**src/assert_macros.svh**
```systemverilog
// assertion macros shared by the length-prefixed message fifo rtl
`ifndef ASSERT_MACROS_SVH
`define ASSERT_MACROS_SVH

`ifndef ASSERT_OFF

// condition holds at every clock edge out of reset
`define ASSERT_ALWAYS(lbl, ck, rn, cond, msg) \
    lbl: assert property (@(posedge ck) disable iff (!rn) (cond)) else $error(msg);

// consequent holds in the same cycle as the antecedent
`define ASSERT_IMPLIES(lbl, ck, rn, ante, cons, msg) \
    lbl: assert property (@(posedge ck) disable iff (!rn) (ante) |-> (cons)) else $error(msg);

// consequent holds in the cycle after the antecedent
`define ASSERT_NEXT(lbl, ck, rn, ante, cons, msg) \
    lbl: assert property (@(posedge ck) disable iff (!rn) (ante) |=> (cons)) else $error(msg);

`else

`define ASSERT_ALWAYS(lbl, ck, rn, cond, msg)
`define ASSERT_IMPLIES(lbl, ck, rn, ante, cons, msg)
`define ASSERT_NEXT(lbl, ck, rn, ante, cons, msg)

`endif

`endif

```
**src/lpmf_pkg.sv**
```systemverilog
// shared constants, request and status codes and the result beat type
`timescale 1ns / 1ps

package lpmf_pkg;

    localparam int STORE_BYTES_DEF = 256;

    typedef logic [2:0] req_code_t;
    localparam req_code_t REQ_RESET  = 3'd0;
    localparam req_code_t REQ_START  = 3'd1;
    localparam req_code_t REQ_APPEND = 3'd2;
    localparam req_code_t REQ_DATA   = 3'd3;
    localparam req_code_t REQ_READ   = 3'd4;
    localparam req_code_t REQ_REMOVE = 3'd5;

    typedef logic [2:0] status_t;
    localparam status_t ST_OK       = 3'd0;
    localparam status_t ST_TOO_BIG  = 3'd1;
    localparam status_t ST_NO_SPACE = 3'd2;
    localparam status_t ST_EMPTY    = 3'd3;
    localparam status_t ST_NO_WRITE = 3'd4;

    typedef struct packed {
        status_t    status;
        logic       last_of_entry;
        logic [8:0] free_space;
        logic [7:0] entry_count;
        logic [7:0] first_size;
        logic       rd_ok;
    } result_t;

endpackage

```
**src/lpmf_store.sv**
```systemverilog
// byte ring memory: one write port, a data read port and a header prefetch port
`timescale 1ns / 1ps

module lpmf_store
    import lpmf_pkg::*;
#(
    parameter int STORE_BYTES = STORE_BYTES_DEF,
    localparam int AW = $clog2(STORE_BYTES)
)
(
    input  logic          clk,
    input  logic          wr_en,
    input  logic [AW-1:0] wr_addr,
    input  logic [7:0]    wr_data,
    input  logic          rd_en,
    input  logic [AW-1:0] rd_addr,
    output logic [7:0]    rd_data,
    input  logic [AW-1:0] nh_addr,
    output logic [7:0]    nh_data
);

    logic [7:0] mem [STORE_BYTES];
    logic [7:0] rd_data_reg;
    logic [7:0] nh_data_reg;

    always_ff @(posedge clk)
    begin
        if (wr_en)
        begin
            mem[wr_addr] <= wr_data;
        end
        if (rd_en)
        begin
            rd_data_reg <= mem[rd_addr];
        end
        // bypass a header written in this cycle at the prefetch address
        if (wr_en && (wr_addr == nh_addr))
        begin
            nh_data_reg <= wr_data;
        end
        else
        begin
            nh_data_reg <= mem[nh_addr];
        end
    end

    assign rd_data = rd_data_reg;
    assign nh_data = nh_data_reg;

endmodule

```
**src/lpmf_ctrl.sv**
```systemverilog
// ring pointers, counts, header shadows and the registered result beat
`timescale 1ns / 1ps
`include "assert_macros.svh"

module lpmf_ctrl
    import lpmf_pkg::*;
#(
    parameter int STORE_BYTES = STORE_BYTES_DEF,
    localparam int AW = $clog2(STORE_BYTES)
)
(
    input  logic          clk,
    input  logic          rst_n,
    input  logic          start,
    output logic          busy,
    input  logic [2:0]    req_type,
    input  logic [7:0]    entry_len,
    input  logic [7:0]    data_byte,
    output logic          wr_en,
    output logic [AW-1:0] wr_addr,
    output logic [7:0]    wr_data,
    output logic          rd_en,
    output logic [AW-1:0] rd_addr,
    output logic [AW-1:0] nh_addr,
    input  logic [7:0]    nh_data,
    output logic          done,
    output result_t       res
);

    localparam logic [9:0] SIZE10 = 10'(STORE_BYTES);

    function automatic logic [9:0] ring_wrap(input logic [9:0] sum);
        return (sum >= SIZE10) ? (sum - SIZE10) : sum;
    endfunction

    logic          ready_reg;
    logic          accept;

    logic [AW-1:0] head_reg, head_next;
    logic [AW-1:0] tail_reg, tail_next;
    logic [AW-1:0] lhp_reg, lhp_next;
    logic [8:0]    used_reg, used_next;
    logic [7:0]    entries_reg, entries_next;
    logic [7:0]    wr_rem_reg, wr_rem_next;
    logic [7:0]    offset_reg, offset_next;
    logic [7:0]    first_hdr_reg, first_hdr_next;
    logic [7:0]    last_hdr_reg, last_hdr_next;
    logic          done_reg;
    result_t       res_reg, res_next;

    logic [9:0]    len10;
    logic [9:0]    used10;
    logic          too_big;
    logic [AW-1:0] base_pos;
    logic [7:0]    app_hdr;
    logic [AW-1:0] data_pos;
    logic [9:0]    hdr_p1;
    logic [AW-1:0] drop_pos;
    logic [8:0]    drop_used;
    logic [7:0]    offset_inc;
    logic          drop;
    status_t       st;
    logic          last;
    logic          rd_ok;

    assign accept = start && ready_reg;
    assign busy   = !ready_reg;
    assign rd_en  = accept;

    assign len10      = 10'(entry_len);
    assign used10     = 10'(used_reg);
    assign too_big    = (len10 + 10'd1) > SIZE10;
    assign base_pos   = (used_reg == 9'd0) ? '0 : tail_reg;
    assign app_hdr    = last_hdr_reg + entry_len;
    assign data_pos   = AW'(ring_wrap(10'(tail_reg) + SIZE10 - 10'(wr_rem_reg)));
    assign hdr_p1     = 10'(first_hdr_reg) + 10'd1;
    assign drop_pos   = AW'(ring_wrap(10'(head_reg) + hdr_p1));
    assign drop_used  = (used10 >= hdr_p1) ? 9'(used10 - hdr_p1) : 9'd0;
    assign offset_inc = offset_reg + 8'd1;
    assign rd_addr    = AW'(ring_wrap(10'(head_reg) + 10'(offset_reg) + 10'd1));

    always_comb
    begin
        head_next      = head_reg;
        tail_next      = tail_reg;
        lhp_next       = lhp_reg;
        used_next      = used_reg;
        entries_next   = entries_reg;
        wr_rem_next    = wr_rem_reg;
        offset_next    = offset_reg;
        first_hdr_next = first_hdr_reg;
        last_hdr_next  = last_hdr_reg;
        st             = ST_OK;
        last           = 1'b0;
        rd_ok          = 1'b0;
        drop           = 1'b0;
        wr_en          = 1'b0;
        wr_addr        = lhp_reg;
        wr_data        = app_hdr;

        if (accept)
        begin
            unique case (req_type)
                REQ_RESET:
                begin
                    head_next      = '0;
                    tail_next      = '0;
                    lhp_next       = '0;
                    used_next      = '0;
                    entries_next   = '0;
                    wr_rem_next    = '0;
                    offset_next    = '0;
                    first_hdr_next = '0;
                    last_hdr_next  = '0;
                    wr_en          = 1'b1;
                    wr_addr        = '0;
                    wr_data        = 8'd0;
                end
                REQ_START:
                begin
                    priority if (too_big)
                    begin
                        st = ST_TOO_BIG;
                    end
                    else if ((used10 + len10 + 10'd1) >= SIZE10)
                    begin
                        st = ST_NO_SPACE;
                    end
                    else
                    begin
                        // an empty ring restarts at position zero
                        if (used_reg == 9'd0)
                        begin
                            head_next   = '0;
                            offset_next = '0;
                        end
                        lhp_next      = base_pos;
                        tail_next     = AW'(ring_wrap(10'(base_pos) + len10 + 10'd1));
                        used_next     = 9'(used10 + len10 + 10'd1);
                        entries_next  = entries_reg + 8'd1;
                        wr_rem_next   = entry_len;
                        last_hdr_next = entry_len;
                        if (entries_reg == 8'd0)
                        begin
                            first_hdr_next = entry_len;
                        end
                        wr_en   = 1'b1;
                        wr_addr = base_pos;
                        wr_data = entry_len;
                    end
                end
                REQ_APPEND:
                begin
                    priority if (too_big)
                    begin
                        st = ST_TOO_BIG;
                    end
                    else if ((used10 + len10) >= SIZE10)
                    begin
                        st = ST_NO_SPACE;
                    end
                    else if (entries_reg == 8'd0)
                    begin
                        st = ST_EMPTY;
                    end
                    else
                    begin
                        tail_next     = AW'(ring_wrap(10'(tail_reg) + len10));
                        used_next     = 9'(used10 + len10);
                        wr_rem_next   = wr_rem_reg + entry_len;
                        last_hdr_next = app_hdr;
                        if (entries_reg == 8'd1)
                        begin
                            first_hdr_next = app_hdr;
                        end
                        wr_en   = 1'b1;
                        wr_addr = lhp_reg;
                        wr_data = app_hdr;
                    end
                end
                REQ_DATA:
                begin
                    if (wr_rem_reg == 8'd0)
                    begin
                        st = ST_NO_WRITE;
                    end
                    else
                    begin
                        wr_en       = 1'b1;
                        wr_addr     = data_pos;
                        wr_data     = data_byte;
                        wr_rem_next = wr_rem_reg - 8'd1;
                    end
                end
                REQ_READ:
                begin
                    priority if (entries_reg == 8'd0)
                    begin
                        st = ST_EMPTY;
                    end
                    else if (first_hdr_reg == 8'd0)
                    begin
                        // zero-length entry: freed on its first read
                        last = 1'b1;
                        drop = 1'b1;
                    end
                    else
                    begin
                        rd_ok       = 1'b1;
                        offset_next = offset_inc;
                        if (offset_inc >= first_hdr_reg)
                        begin
                            last = 1'b1;
                            drop = 1'b1;
                        end
                    end
                end
                REQ_REMOVE:
                begin
                    if (entries_reg == 8'd0)
                    begin
                        st = ST_EMPTY;
                    end
                    else
                    begin
                        drop = 1'b1;
                    end
                end
                default:
                begin
                end
            endcase

            // free the first entry and promote the prefetched header
            if (drop)
            begin
                head_next    = drop_pos;
                used_next    = drop_used;
                entries_next = entries_reg - 8'd1;
                offset_next  = 8'd0;
                if (entries_reg == 8'd1)
                begin
                    wr_rem_next    = 8'd0;
                    first_hdr_next = 8'd0;
                end
                else
                begin
                    first_hdr_next = nh_data;
                end
            end
        end
    end

    // header of the entry after the first, as it stands after this beat
    assign nh_addr = AW'(ring_wrap(10'(head_next) + 10'(first_hdr_next) + 10'd1));

    always_comb
    begin
        res_next.status        = st;
        res_next.last_of_entry = last;
        res_next.free_space    = 9'(SIZE10 - 10'(used_next));
        res_next.entry_count   = entries_next;
        res_next.first_size    = (entries_next == 8'd0) ? 8'd0 : first_hdr_next;
        res_next.rd_ok         = rd_ok;
    end

    always_ff @(posedge clk or negedge rst_n)
    begin
        if (!rst_n)
        begin
            ready_reg     <= 1'b0;
            head_reg      <= '0;
            tail_reg      <= '0;
            lhp_reg       <= '0;
            used_reg      <= '0;
            entries_reg   <= '0;
            wr_rem_reg    <= '0;
            offset_reg    <= '0;
            first_hdr_reg <= '0;
            last_hdr_reg  <= '0;
            done_reg      <= 1'b0;
            res_reg       <= '0;
        end
        else
        begin
            ready_reg     <= 1'b1;
            head_reg      <= head_next;
            tail_reg      <= tail_next;
            lhp_reg       <= lhp_next;
            used_reg      <= used_next;
            entries_reg   <= entries_next;
            wr_rem_reg    <= wr_rem_next;
            offset_reg    <= offset_next;
            first_hdr_reg <= first_hdr_next;
            last_hdr_reg  <= last_hdr_next;
            done_reg      <= accept;
            if (accept)
            begin
                res_reg <= res_next;
            end
        end
    end

    assign done = done_reg;
    assign res  = res_reg;

    `ASSERT_NEXT(a_one_result, clk, rst_n, accept, done_reg, "accepted beat gave no result")
    `ASSERT_NEXT(a_no_extra, clk, rst_n, !accept, !done_reg, "result without an accepted beat")
    `ASSERT_ALWAYS(a_used_bound, clk, rst_n, 10'(used_reg) < SIZE10, "ring byte count overflow")
    `ASSERT_IMPLIES(a_empty_clean, clk, rst_n, entries_reg == 8'd0, (used_reg == 9'd0) && (wr_rem_reg == 8'd0), "no entries but bytes held")
    `ASSERT_IMPLIES(a_last_ok, clk, rst_n, done_reg && res_reg.last_of_entry, res_reg.status == ST_OK, "entry end flagged on a failed beat")

endmodule

```
**src/length_prefixed_message_fifo.sv**
```systemverilog
// top level of the length-prefixed message fifo
`timescale 1ns / 1ps

// a ring of STORE_BYTES bytes that holds messages in arrival order, each as
// a length header byte followed by its data bytes. a beat is taken at a
// rising edge with start high and busy low; busy is high only until ready is
// registered after reset, so a beat can be taken in every cycle after. each
// beat gives exactly one result beat, marked by done in the cycle after it
// is taken and present for that one cycle only: the receiver cannot stall,
// so it must capture every result beat when done is high. one beat per cycle
// is set by the single write port and the registered data read of the byte
// ring; header sizes are shadowed in registers and the header of the next
// entry is prefetched every cycle through a second read port, so reads and
// removes run back to back. the ring needs no clearing pass after reset
module length_prefixed_message_fifo
    import lpmf_pkg::*;
#(
    parameter int STORE_BYTES = STORE_BYTES_DEF,
    localparam int AW = $clog2(STORE_BYTES)
)
(
    input  logic       clk,
    input  logic       rst_n,
    // request beat
    input  logic       start,
    output logic       busy,
    input  logic [2:0] req_type,
    input  logic [7:0] entry_len,
    input  logic [7:0] data_byte,
    // result beat
    output logic       done,
    output logic [2:0] status,
    output logic [7:0] read_byte,
    output logic       last_of_entry,
    output logic [8:0] free_space,
    output logic [7:0] entry_count,
    output logic [7:0] first_size
);

    // ring write and read ports
    logic          wr_en;
    logic [AW-1:0] wr_addr;
    logic [7:0]    wr_data;
    logic          rd_en;
    logic [AW-1:0] rd_addr;
    logic [7:0]    rd_data;
    // next-header prefetch
    logic [AW-1:0] nh_addr;
    logic [7:0]    nh_data;
    // registered result beat
    result_t       res;

    // pointers, counts, checks and the result register
    lpmf_ctrl #(
        .STORE_BYTES (STORE_BYTES)
    ) u_ctrl (
        .clk       (clk),
        .rst_n     (rst_n),
        .start     (start),
        .busy      (busy),
        .req_type  (req_type),
        .entry_len (entry_len),
        .data_byte (data_byte),
        .wr_en     (wr_en),
        .wr_addr   (wr_addr),
        .wr_data   (wr_data),
        .rd_en     (rd_en),
        .rd_addr   (rd_addr),
        .nh_addr   (nh_addr),
        .nh_data   (nh_data),
        .done      (done),
        .res       (res)
    );

    // byte ring, headers and data in one array
    lpmf_store #(
        .STORE_BYTES (STORE_BYTES)
    ) u_store (
        .clk     (clk),
        .wr_en   (wr_en),
        .wr_addr (wr_addr),
        .wr_data (wr_data),
        .rd_en   (rd_en),
        .rd_addr (rd_addr),
        .rd_data (rd_data),
        .nh_addr (nh_addr),
        .nh_data (nh_data)
    );

    // the popped byte shows only on a read that returned data
    assign read_byte     = res.rd_ok ? rd_data : 8'd0;
    assign status        = res.status;
    assign last_of_entry = res.last_of_entry;
    assign free_space    = res.free_space;
    assign entry_count   = res.entry_count;
    assign first_size    = res.first_size;

endmodule

```
**config.mk**
```make
export PLATFORM = sky130hd
export DESIGN_NAME = length_prefixed_message_fifo
export DESIGN_NICKNAME = d
export VERILOG_FILES = /design/src/lpmf_pkg.sv /design/src/lpmf_store.sv /design/src/lpmf_ctrl.sv /design/src/length_prefixed_message_fifo.sv
export VERILOG_INCLUDE_DIRS = /design/src /design/src/src
export SDC_FILE = /design/constraint.sdc
export NUM_CORES = 2
export LEC_CHECK = 0
export BUFFER_PORTS_ARGS = -buffer_cell sky130_fd_sc_hd__buf_2
export CAP_MARGIN = 20
export CORE_ASPECT_RATIO = 0.75
export CORE_MARGIN = 2
export CORE_UTILIZATION = 43
export DETAILED_ROUTE_END_ITERATION = 12
export GPL_TIMING_DRIVEN = 0
export PLACE_DENSITY = 0.59
export SETUP_SLACK_MARGIN = 0.2
export SLEW_MARGIN = 20
export SYNTH_ARGS = -nofsm -noshare
export SYNTH_HDL_FRONTEND = slang
export SYNTH_HIERARCHICAL = 1
export SYNTH_SLANG_ARGS = --single-unit
export TNS_END_PERCENT = 30
```
**constraint.sdc**
```tcl
create_clock -name clk -period 39 [get_ports clk]
set_clock_uncertainty 0.1 [all_clocks]
set_input_delay 7.8 -clock clk [delete_from_list [all_inputs] [get_ports clk]]
set_output_delay 7.8 -clock clk [all_outputs]
set_load 0.02 [all_outputs]
```
==> impl_metrics.json <==
{
  "grt_pass1_wl_microns": 760000,
  "core-area_sq_um": 248000,
  "syn_area_sq_um": 107000,
  "drv_slew": 0,
  "largest_register_ffs": 2048,
  "ys_seq_area_share_pct": 60.2,
  "tns_ns": 0,
  "drt_iter0_markers": 16200,
  "clock_path_buffers": 4,
  "ctsResizeCount": 0,
  "synthTopCellsByArea": "edfxtp_1 58%, mux4_2 22%, dfrtp_1 2.5%, mux2i_1 2.2%, nor2_1 1.4%",
  "maxCapViolCount": 0,
  "hpwl_microns": 455000,
  "grt_start_max_net_pins": 59,
  "critPathArrivalTime_ns": 16.32,
  "viasPerCell": 7.70,
  "worst_slew_pin_slew_ns": 1.41,
  "cts_inserted_buffers": 228,
  "reg2reg_slack_ns": 29.86,
  "synth_top_cell_by_area": "edfxtp_1",
  "cts_sinks": 2169,
  "cpMostUsedCell": "clkbuf_1",
  "wl_per_cell_microns": 60.3,
  "place_area_sq_um": 116000,
  "yosysWarnings": 6,
  "synth_top_area_share_pct": 57.6,
  "grt_pass1_vias": 69700,
  "leakage_nw": 41.1,
  "fin_util_pct": 50.2,
  "synth_nets": 6200,
  "rsz0062_at_grt": "no",
  "post-cts-setup-buffer-count": 0,
  "r2r-end": "u_store/mem[89][4]$_DFFE_PP_",
  "setup_violations": 0,
  "fin_nets": 6695,
  "worstPathCellList": "buf_2, inv_1, fa_1, nand2b_1, a211oi_1, mux2_2, nand3_1, a21o_1, buf_6, a21oi_4, buf_6, and2_1, clkbuf_1, a22oi_1, o21ai_0, a22o_1, clkbuf_1, nor2b_1, clkbuf_1, nand3_1, clkbuf_2, buf_16, nor2_1",
  "grt_usage_pct": 47.6,
  "drtAntennaViolNets": 0,
  "clkTransAtPathRegs_ns": 0.06,
  "min_period_over_period_pct": 40.7,
  "gr-total-overflow": 0,
  "reg2regPathDepth": 23,
  "p_per_area_nw_per_um2": 102,
  "report.final.hold_viol_count": 0,
  "port_buffers": 60,
  "setup.worst_path.end": "u_store/mem[89][4]$_DFFE_PP_",
  "fp.dieW_microns": 580,
  "ios": 61,
  "status": "finished clean",
  "finish.instance_area_sq_um": 124000,
  "crit_type": "primary input to register",
  "min-delay-start": "u_ctrl/res[18]$_DFFE_PN0P_",
  "cp_slowest_stage_delay_ns": 0.97,
  "place_inst": 9613,
  "drc": 0,
  "cts_root_buffer": "clkbuf_16",
  "synth.distinct_cells": 110,
  "ir_drop_mv": 0.0815,
  "drt_first_pass_iters": 6,
  "die_y_microns": 436,
  "gp_congestion": 1.10,
  "via_count": 77800,
  "synth-edff-count": 2056,
  "synth_cells": 6078,
  "dieArea_sq_um": 253000,
  "max_freq_mhz": 62.9,
  "htreeDepth": 4,
  "drive_above_1_share_pct": 33.1,
  "slew_headroom_pct": 6.09,
  "startpoint_type": "primary input",
  "insertion_delay_ns": 0.97,
  "crit_required_ns": 39.43,
  "async_flop_share_pct": 4.84,
  "syn2layout_area_growth_pct": 15.9,
  "slowest_stage": "nand3_1",
  "cp-end-kind": "register",
  "post_synth.cell_area_avg_sq_um": 17.6,
  "drt-total-wl_microns": 609000,
  "layoutNonFillerInstCount": 10100,
  "ys_ff_latch": 2169,
  "postCtsHoldBufs": 0,
  "antenna_found_initial": 117,
  "reg2reg_from": "u_ctrl/used_reg[0]$_DFF_PN0_",
  "min_period_ns": 15.89,
  "row_count": 158,
  "worstHoldPathType": "register to register",
  "synth-main-ff-cell": "edfxtp_1",
  "cts_tree": "built",
  "start_util_pct": 43.3,
  "cp_max_fo": 10,
  "worstSetupStartpoint": "entry_len[1]"
}
-- cell families after synthesis --
logic type                 Yosys count  synth area share, %
AOI/OAI and AO/OA                  894                 5.94
adders and majority gates          100                 1.24
other                                1              0.00350
xor gates and xnor gates            86                0.723
buffers and inverters              532                 2.97
DFF                               2169                 60.2
muxes                             1331                 24.7
and+or+nand+nor                    965                 4.18
-- through the flow --
step	hold slack, ns	total power [mW]	setup slack (ns)
final	0.374	12.7	23.11
after global routing	0.406	12.5	23.32
after CTS	0.377	12.2	23.66
after detailed placement	0.363	9.93	22.68
after global placement	0.355	10.1	0.183
after floorplan	0.354	6.21	16.47
-- cell usage after synthesis, types with 32 or more instances --
library cell and n:
a211oi_1 36, a21oi_1 178, a221oi_1 44, a22o_1 40, a22oi_1 86, and2_1 33
buf_2 109, buf_4 43, buf_6 48, buf_8 35, clkbuf_1 176, dfrtp_1 105
edfxtp_1 2056, ha_1 90, inv_1 78, mux2_2 40, mux2i_1 240, mux4_2 1051
nand2_1 243, nand3_1 79, nor2_1 386, nor2b_1 40, nor3_1 44, o21ai_0 147
o221ai_1 67, o22ai_1 53, xnor2_1 52, xor2_1 32
-- per-layer routing --
layer | track usage, % | wire length, microns | part of all wire [%] | vias to the layer above
li1 | - | - | - | 26700
met1 | 62.3 | 225000 | 37 | 41800
met2 | 59.9 | 231000 | 38 | 7753
met3 | 28.1 | 110000 | 18 | 1506
met4 | 27.3 | 42000 | 6.9 | 60
met5 | 1.79 | 1270 | 0.21 | -
-- worst max-delay path, delay by kind of cell --
family	cells	cell delay [ns]
muxes	1	0.23
and+or+nand+nor	6	2.82
AOI/OAI and AO/OA	6	1.75
buffers and inverters	9	3.15
adders and majority gates	1	0.50
-- how the worst min path moves through the flow --
stage / end / slack [ns] / depth (start not counted)
floorplan: u_ctrl/last_hdr_reg[0]$_DFFE_PN0P_ / 0.35 / 2
global placement: u_ctrl/res[27]$_DFFE_PN0P_ / 0.35 / 2
detailed placement: u_ctrl/res[27]$_DFFE_PN0P_ / 0.36 / 2
CTS: u_ctrl/res[27]$_DFFE_PN0P_ / 0.38 / 2
global route: u_ctrl/res[19]$_DFFE_PN0P_ / 0.41 / 2
finish: u_ctrl/res[18]$_DFFE_PN0P_ / 0.37 / 2
-- placed cells by master, fill, tap and decap left out, drive strengths merged, types with 45 or more instances in the layout --
| master | Yosys | layout |
|---|---|---|
| clkinv | 4 | 95 |
| xnor2 | 53 | 53 |
| nor2 | 389 | 389 |
| a21oi | 181 | 181 |
| a22oi | 86 | 86 |
| inv | 79 | 88 |
| dfrtp | 105 | 105 |
| diode | 0 | 67 |
| nor3 | 45 | 45 |
| nand3 | 79 | 79 |
| edfxtp | 2056 | 2056 |
| clkbuf | 176 | 448 |
| nand2 | 246 | 246 |
| o22ai | 55 | 55 |
| a221oi | 50 | 50 |
| o221ai | 69 | 69 |
| buf | 273 | 537 |
| mux4 | 1051 | 1051 |
| ha | 90 | 90 |
| o21ai | 156 | 156 |
| mux2i | 240 | 240 |
-- area by class of cell --
cell class / count / area, sq um
fill: 20300 / 123000
sequential: 2169 / 64500
multi-input combinational: 3377 / 40100
clock buffer: 271 / 5870
timing repair buffer: 265 / 4630
tap: 3280 / 4100
buffer: 449 / 3000
clock inverter: 135 / 1490
inverter: 83 / 313
antenna: 67 / 168
-- where the power goes --
group / internal, mW / switching [mW]
Combinational: 2.20 / 5.30
Clock: 1.26 / 0.991
Sequential: 2.90 / 0.0686
Total: 6.37 / 6.36
(Power assumes the default switching activity.)
